<file path="config.mk">
export PLATFORM = sky130hd
export DESIGN_NAME = gray_encoder_angle_fusion
export DESIGN_NICKNAME = d
export VERILOG_FILES = /design/src/rtl/gefu_pkg.sv /design/src/rtl/gefu_decode.sv /design/src/rtl/gefu_sector.sv /design/src/rtl/gray_encoder_angle_fusion.sv
export SDC_FILE = /design/constraint.sdc
export NUM_CORES = 1
export LEC_CHECK = 0
export ABC_AREA = 1
export BUFFER_PORTS_ARGS = -buffer_cell sky130_fd_sc_hd__buf_4
export CORE_MARGIN = 5
export CORE_UTILIZATION = 41
export DETAILED_ROUTE_END_ITERATION = 7
export PLACE_DENSITY = 0.65
export SLEW_MARGIN = 10
export SYNTH_ARGS = -nofsm -noshare
export SYNTH_HDL_FRONTEND = slang
export SYNTH_SLANG_ARGS = --single-unit
</file>
<file path="constraint.sdc">
create_clock -name clk -period 6.7 [get_ports clk]
set_clock_uncertainty 0.1 [all_clocks]
set_input_delay 1.34 -clock clk [delete_from_list [all_inputs] [get_ports clk]]
set_output_delay 1.34 -clock clk [all_outputs]
set_load 0.05 [all_outputs]
</file>
<file path="src/rtl/gefu_pkg.sv">
`default_nettype none
// ----------------------------------------------------------------------------
// gefu_pkg: shared types and constants for the Gray encoder angle fusion
// Field widths, limits of the sector correction and the register map.
// ----------------------------------------------------------------------------
package gefu_pkg;

  // field widths
  localparam int SAMPLE_W   = 12;
  localparam int ANGLE_W    = 9;
  localparam int SECTION_W  = 4;
  localparam int SECTOR_W   = 3;
  localparam int FINAL_W    = 12;
  localparam int CHANNELS   = 4;

  // default compare width of the reflectance samples
  localparam int SAMPLE_BITS_DEF = 12;

  // configuration port
  localparam int APB_ADDR_W = 3;
  localparam int APB_DATA_W = 32;
  localparam logic REG_THRESHOLD = 1'b0;   // word select paddr[2]
  localparam logic [SAMPLE_W-1:0] THRESHOLD_RESET = 12'd2048;

  // sector correction
  localparam logic [ANGLE_W-1:0]   ANGLE_BACK_LIMIT   = 9'd270;
  localparam logic [ANGLE_W-1:0]   ANGLE_FWD_LIMIT    = 9'd50;
  localparam logic [SECTION_W-1:0] SECTION_FIRST      = 4'd0;
  localparam logic [SECTION_W-1:0] SECTION_LAST       = 4'd15;
  localparam logic [SECTOR_W-1:0]  SECTOR_FIRST       = 3'd0;
  localparam logic [SECTOR_W-1:0]  SECTOR_LAST        = 3'd7;
  localparam logic [FINAL_W-1:0]   EIGHTHS_PER_SECTOR = 12'd360;

  typedef logic [CHANNELS-1:0][SAMPLE_W-1:0] sample_vec_t;

  typedef struct packed {
    logic [SECTION_W-1:0] raw_section;
    logic [SECTOR_W-1:0]  sector;
    logic [FINAL_W-1:0]   final_angle;
  } result_t;

endpackage
`default_nettype wire

</file>
<file path="src/rtl/gefu_decode.sv">
`default_nettype none
// ----------------------------------------------------------------------------
// gefu_decode: threshold slicer and Gray decoder
// Slices the four reflectance samples against the threshold and turns the
// Gray code into the binary section.
// ----------------------------------------------------------------------------
module gefu_decode
  import gefu_pkg::*;
#(
  parameter int SAMPLE_BITS = SAMPLE_BITS_DEF
) (
  input  wire sample_vec_t          samples,
  input  wire logic [SAMPLE_W-1:0]  threshold,
  output logic      [SECTION_W-1:0] section
);

  // samples are compared on their low bits only
  localparam int CMP_BITS = (SAMPLE_BITS < SAMPLE_W) ? SAMPLE_BITS : SAMPLE_W;

  logic [CHANNELS-1:0] gray;

  // strictly above threshold reads as one; channel 3 is the MSB
  always_comb begin
    for (int i = 0; i < CHANNELS; i++) begin
      gray[i] = samples[i][CMP_BITS-1:0] > threshold[CMP_BITS-1:0];
    end
  end

  // Gray to binary: each bit is the parity of the Gray bits at and above it
  always_comb begin
    section[SECTION_W-1] = gray[CHANNELS-1];
    for (int i = SECTION_W-2; i >= 0; i--) begin
      section[i] = section[i+1] ^ gray[i];
    end
  end

endmodule
`default_nettype wire

</file>
<file path="src/rtl/gefu_sector.sv">
`default_nettype none
// ----------------------------------------------------------------------------
// gefu_sector: sector correction and angle fusion
// Moves the section into a 45-degree sector using the fine angle and forms
// the combined angle in eighths of a degree.
// ----------------------------------------------------------------------------
module gefu_sector
  import gefu_pkg::*;
(
  input  wire logic [SECTION_W-1:0] section,
  input  wire logic [ANGLE_W-1:0]   angle,
  output result_t                   result
);

  logic [SECTOR_W-1:0] sector;
  logic                step_back;
  logic                step_fwd;

  // even section late in the turn belongs to the previous sector,
  // odd section early in the turn to the next one
  assign step_back = !section[0] && (angle > ANGLE_BACK_LIMIT);
  assign step_fwd  =  section[0] && (angle < ANGLE_FWD_LIMIT);

  always_comb begin
    priority if (step_back) begin
      if (section == SECTION_FIRST) begin
        sector = SECTOR_LAST;
      end else begin
        sector = section[SECTION_W-1:1] - SECTOR_W'(1);
      end
    end else if (step_fwd) begin
      if (section == SECTION_LAST) begin
        sector = SECTOR_FIRST;
      end else begin
        sector = section[SECTION_W-1:1] + SECTOR_W'(1);
      end
    end else begin
      sector = section[SECTION_W-1:1];
    end
  end

  // angle + 360 * sector, constant multiply on a 3-bit value
  assign result.raw_section = section;
  assign result.sector      = sector;
  assign result.final_angle = FINAL_W'(angle) + FINAL_W'(EIGHTHS_PER_SECTOR * FINAL_W'(sector));

endmodule
`default_nettype wire

</file>
<file path="src/rtl/gray_encoder_angle_fusion.sv">
`default_nettype none
// Path: a result passes the input register, then the result register, where it
// waits while out_ready is low.
// Throughput: one item per cycle while out_ready is high; the compare, Gray decode
// and sector correction sit in one short combinational path between the two registers.
// Reset (rst_n low, synchronous): both stages empty, threshold = 2048.
// ----------------------------------------------------------------------------
// gray_encoder_angle_fusion: Gray encoder coarse/fine angle fusion
// Fuses a Gray-coded reflectance section with a magnetic fine angle.
// ----------------------------------------------------------------------------
module gray_encoder_angle_fusion
  import gefu_pkg::*;
#(
  parameter int SAMPLE_BITS = SAMPLE_BITS_DEF
) (
  input  wire logic                  clk,
  input  wire logic                  rst_n,
  // configuration port
  input  wire logic                  psel,
  input  wire logic                  penable,
  input  wire logic                  pwrite,
  input  wire logic [APB_ADDR_W-1:0] paddr,
  input  wire logic [APB_DATA_W-1:0] pwdata,
  output logic      [APB_DATA_W-1:0] prdata,
  output logic                       pready,
  // input channel
  input  wire logic                  in_valid,
  output logic                       in_ready,
  input  wire logic [SAMPLE_W-1:0]   in_sample_ch0,
  input  wire logic [SAMPLE_W-1:0]   in_sample_ch1,
  input  wire logic [SAMPLE_W-1:0]   in_sample_ch2,
  input  wire logic [SAMPLE_W-1:0]   in_sample_ch3,
  input  wire logic [ANGLE_W-1:0]    in_mag_angle,
  // result channel
  output logic                       out_valid,
  input  wire logic                  out_ready,
  output logic      [SECTION_W-1:0]  out_raw_section,
  output logic      [SECTOR_W-1:0]   out_sector,
  output logic      [FINAL_W-1:0]    out_final_angle
);

  logic [SAMPLE_W-1:0] threshold_r;
  logic                cfg_wr;

  logic                s1_valid_r;
  sample_vec_t         s1_samples_r;
  logic [ANGLE_W-1:0]  s1_angle_r;
  logic                out_valid_r;
  result_t             res_r;

  logic                res_load;
  logic                s1_load;
  logic [SECTION_W-1:0] section;
  result_t             result;

  // configuration register
  assign pready = 1'b1;
  assign cfg_wr = psel && penable && pwrite && (paddr[2] == REG_THRESHOLD);

  always_ff @(posedge clk) begin
    if (!rst_n) begin
      threshold_r <= THRESHOLD_RESET;
    end else if (cfg_wr) begin
      threshold_r <= pwdata[SAMPLE_W-1:0];
    end
  end

  always_comb begin
    prdata = '0;
    if (psel && (paddr[2] == REG_THRESHOLD)) begin
      prdata = APB_DATA_W'(threshold_r);
    end
  end

  // pipeline flow: result register frees when empty or taken
  assign res_load = s1_valid_r && (!out_valid_r || out_ready);
  assign in_ready = !s1_valid_r || res_load;
  assign s1_load  = in_valid && in_ready;

  // input register
  always_ff @(posedge clk) begin
    if (!rst_n) begin
      s1_valid_r <= 1'b0;
    end else if (in_ready) begin
      s1_valid_r <= in_valid;
    end
  end

  always_ff @(posedge clk) begin
    if (s1_load) begin
      s1_samples_r <= {in_sample_ch3, in_sample_ch2, in_sample_ch1, in_sample_ch0};
      s1_angle_r   <= in_mag_angle;
    end
  end

  // decode and fuse
  gefu_decode #(
    .SAMPLE_BITS (SAMPLE_BITS)
  ) u_decode (
    .samples   (s1_samples_r),
    .threshold (threshold_r),
    .section   (section)
  );

  gefu_sector u_sector (
    .section (section),
    .angle   (s1_angle_r),
    .result  (result)
  );

  // result register
  always_ff @(posedge clk) begin
    if (!rst_n) begin
      out_valid_r <= 1'b0;
    end else if (!out_valid_r || out_ready) begin
      out_valid_r <= s1_valid_r;
    end
  end

  always_ff @(posedge clk) begin
    if (res_load) begin
      res_r <= result;
    end
  end

  assign out_valid       = out_valid_r;
  assign out_raw_section = res_r.raw_section;
  assign out_sector      = res_r.sector;
  assign out_final_angle = res_r.final_angle;

endmodule
`default_nettype wire
</file>
==> flow_summary.ini <==
[logic_synthesis]
yosys_warnings = 0
syn_inst = 459
synth-edff-count = 76
synth.area.top_cells = edfxtp_1 (46%), ha_1 (16%), dfxtp_1 (5.7%), nand2_1 (5.2%), inv_1 (4.3%)
synth.most_common_cell = edfxtp_1
synthFlopType = edfxtp_1
syn_avg_cell_area_um2 = 10.76
post-synth-top-area-fraction = 0.4620
synth_seq_cells = 90
synthTopCellsByCount = edfxtp_1 (76), nand2_1 (68), ha_1 (65), inv_1 (57), a21oi_1 (39)
ys_seq_area_frac = 0.5187
syn_area_um2 = 4940
synth_largest_area_cell = edfxtp_1
synth_async_sr_flop_share = 0
synthDistinctLibCells = 37

[floorplan]
core-area_um2 = 11910
die_area_um2 = 14340
die_w_um = 119.8
fp-row-count = 40
pin_count = 153
fp.dieH_um = 119.8
start_util = 0.4147

[sta]
fin_crit_ns = 5.574
maxSlewHeadroom = 0.2916
clock.fmax_mhz = 179.4
period_share = 0.8319
hold_viol_final = 0
rsz0062_at_grt = false
setup_viol = 0
slew_violations = 0
fin_tns_setup_ns = 0
tightest_slew_ns = 1.063

[power]
pwr-share-seq = 0.343
ir_drop_mv = 0.1700
pwr-share-clk = 0.269
internal_power_uw = 1388
switching_share = 0.3489
power_frac_comb = 0.388
power_density_nw_per_um2 = 344.1
switchingPower_uw = 743.7
leakagePower_uw = 0.002829

[clocking]
cts-htree-levels = 3
post_cts_resize_count = 0
clkSlewWorstSetupHoldPaths_ns = 0.06
clk_latency_ns = 0.35
numCtsBuffers = 9
clk_path_buf_depth = 2
hold_buffers = 0
cts.sinks = 90
cts_root_buf = clkbuf_16
cts_setup_buffers = 0
tritoncts = yes

[grt]
grt_use_met2 = 0.2620
use_met3 = 0.03534
grt_antenna_before_repair = 0
grt_use_total = 0.1507
grt_use_met1 = 0.1756
busiest_layer = met2
grt_overflow_total = 0
grt_pass1_vias = 3490
grt_pass1_wl_um = 16680
grt_max_degree = 58

[finish]
antenna_cells = 0
nNetsFinal = 740
drive_above_1_share = 0.2694
fin_cells = 726
area_growth_pct = 25.43

[worst_hold_path]
hold_class = register to register
min-delay-start = s1_angle_r[0]

[worst_setup_path]
cpMostUsedCell = nand2_1
critical_path.endpoint = out_final_angle[10]
startpoint_type = register
cpMaxStageDelayCell = fa_1
worstReg2RegEnd = out_final_angle[10]
r2r_slack_ns = 1.13
ff2ff_path_depth = 29
critPathMaxFanout = 6
cpPeakStageDelay_ns = 0.44
required_ns = 6.70
worstSetupPathType = register to register
cp_data_arrival_time_ns = 5.58
reg2reg_from = threshold_r[11]
cp-startpoint = threshold_r[11]
endpoint_kind = register

[routing]
drt-initial-drc-count = 145
num_vias = 3442
drc = 0
drt-total-wl_um = 10420
firstDrtPassIters = 4
wl_per_cell_um = 14.35
routed_via_density = 4.741
ant_nets = 0

[place]
dp_cells = 710
gp_routability_congestion = 0.8873
dpl.hpwl_um = 8182
portBuffers = 109

[flow_run]
drv_cap = 0

[run_status]
status = finished, final reports clean
state kept, by name, indices dropped and copies added, names as in the netlist:
| signal | count |
|---|---|
| s1_samples_r | 48 |
| s1_angle_r | 9 |
| out_sector | 3 |
| out_valid | 1 |
| threshold_r | 12 |
| out_raw_section | 4 |
| out_final_angle | 12 |
| s1_valid_r | 1 |
cells by family after synthesis:
| family | count (synthesis) | synth area share |
|---|---|---|
| other cells | 2 | 0.001520 |
| buf+inv | 86 | 0.08131 |
| simple gates | 136 | 0.1302 |
| fa+ha+maj | 67 | 0.1727 |
| compound gates | 71 | 0.08156 |
| flops | 90 | 0.5187 |
| xor+xnor | 7 | 0.01393 |
cells in the final DEF, fill, tap and decap left out, types with 4 or more instances in the layout:
| cell | Yosys | layout |
|---|---|---|
| conb_1 | 2 | 21 |
| nor2_1 | 29 | 29 |
| a21oi_1 | 39 | 38 |
| nand3_1 | 12 | 12 |
| nor2_2 | 5 | 5 |
| clkbuf_16 | 0 | 9 |
| nand3_2 | 4 | 4 |
| nand4_1 | 6 | 6 |
| edfxtp_1 | 76 | 76 |
| inv_1 | 57 | 56 |
| dfxtp_1 | 14 | 14 |
| o21ai_0 | 18 | 18 |
| ha_1 | 65 | 65 |
| xor2_1 | 6 | 6 |
| nand2_2 | 4 | 4 |
| nand2_1 | 68 | 68 |
| inv_2 | 4 | 5 |
| buf_4 | 21 | 110 |
power groups by stage:
| stage | Clock [uW] | Sequential (uW) | Combinational (uW) |
|---|---|---|---|
| 6_report | 572 | 732 | 828 |
| 5_1_grt | 610 | 737 | 951 |
| 4_1_cts | 586 | 733 | 836 |
| 3_5_place_dp | 0 | 745 | 830 |
| 3_3_place_gp | 0 | 743 | 805 |
| 2_1_floorplan | 0 | 849 | 537 |
critical path, delay by kind of cell, from the launching register on:
family                   cells  cell delay [ns]
flip-flops                   1             0.33
AND/OR/NAND/NOR             10             1.05
adder cells (fa/ha/maj)      7             2.21
XOR/XNOR                     1             0.24
buffers and inverters        5             0.47
AO/OA/AOI/OAI                6             0.91
routing by layer:
layer / vias up / part of all wire
met4: 0 / 0.025
met2: 95 / 0.51
li1: 1762 / -
met3: 17 / 0.052
met5: - / 0
met1: 1568 / 0.41
final cells by class:
cell class / count / area (um^2)
Tap cell: 147 / 183.9
Clock buffer: 10 / 229.0
Timing Repair Buffer: 110 / 825.8
Fill cell: 1046 / 5715
Inverter: 61 / 229.0
Clock inverter: 6 / 115.1
Multi-Input combinational cell: 302 / 2051
Sequential cell: 90 / 2562
stage by stage:
step	total power (uW)	utilization	instance area, um^2	hold slack, ns	setup slack, ns
after CTS	2155	0.5202	6196	0.3465	1.115
after floorplan	1386	-	5011	0.3268	1.747
after detailed placement	1575	0.4913	5852	0.3326	1.125
after global placement	1548	0.4913	5852	0.3393	1.188
final	2132	0.5202	6196	0.3464	1.126
after global routing	2298	0.5202	6196	0.3683	0.5643
how the worst min path moves through the flow:
stage	end	slack [ns]	depth (start not counted)
2_1_floorplan	out_final_angle[0]	0.33	0
3_3_place_gp	out_final_angle[0]	0.34	0
3_5_place_dp	out_final_angle[0]	0.33	0
4_1_cts	out_final_angle[0]	0.35	0
5_1_grt	out_final_angle[0]	0.37	0
6_report	out_final_angle[0]	0.35	0
Power figures use the tool's default switching activity.
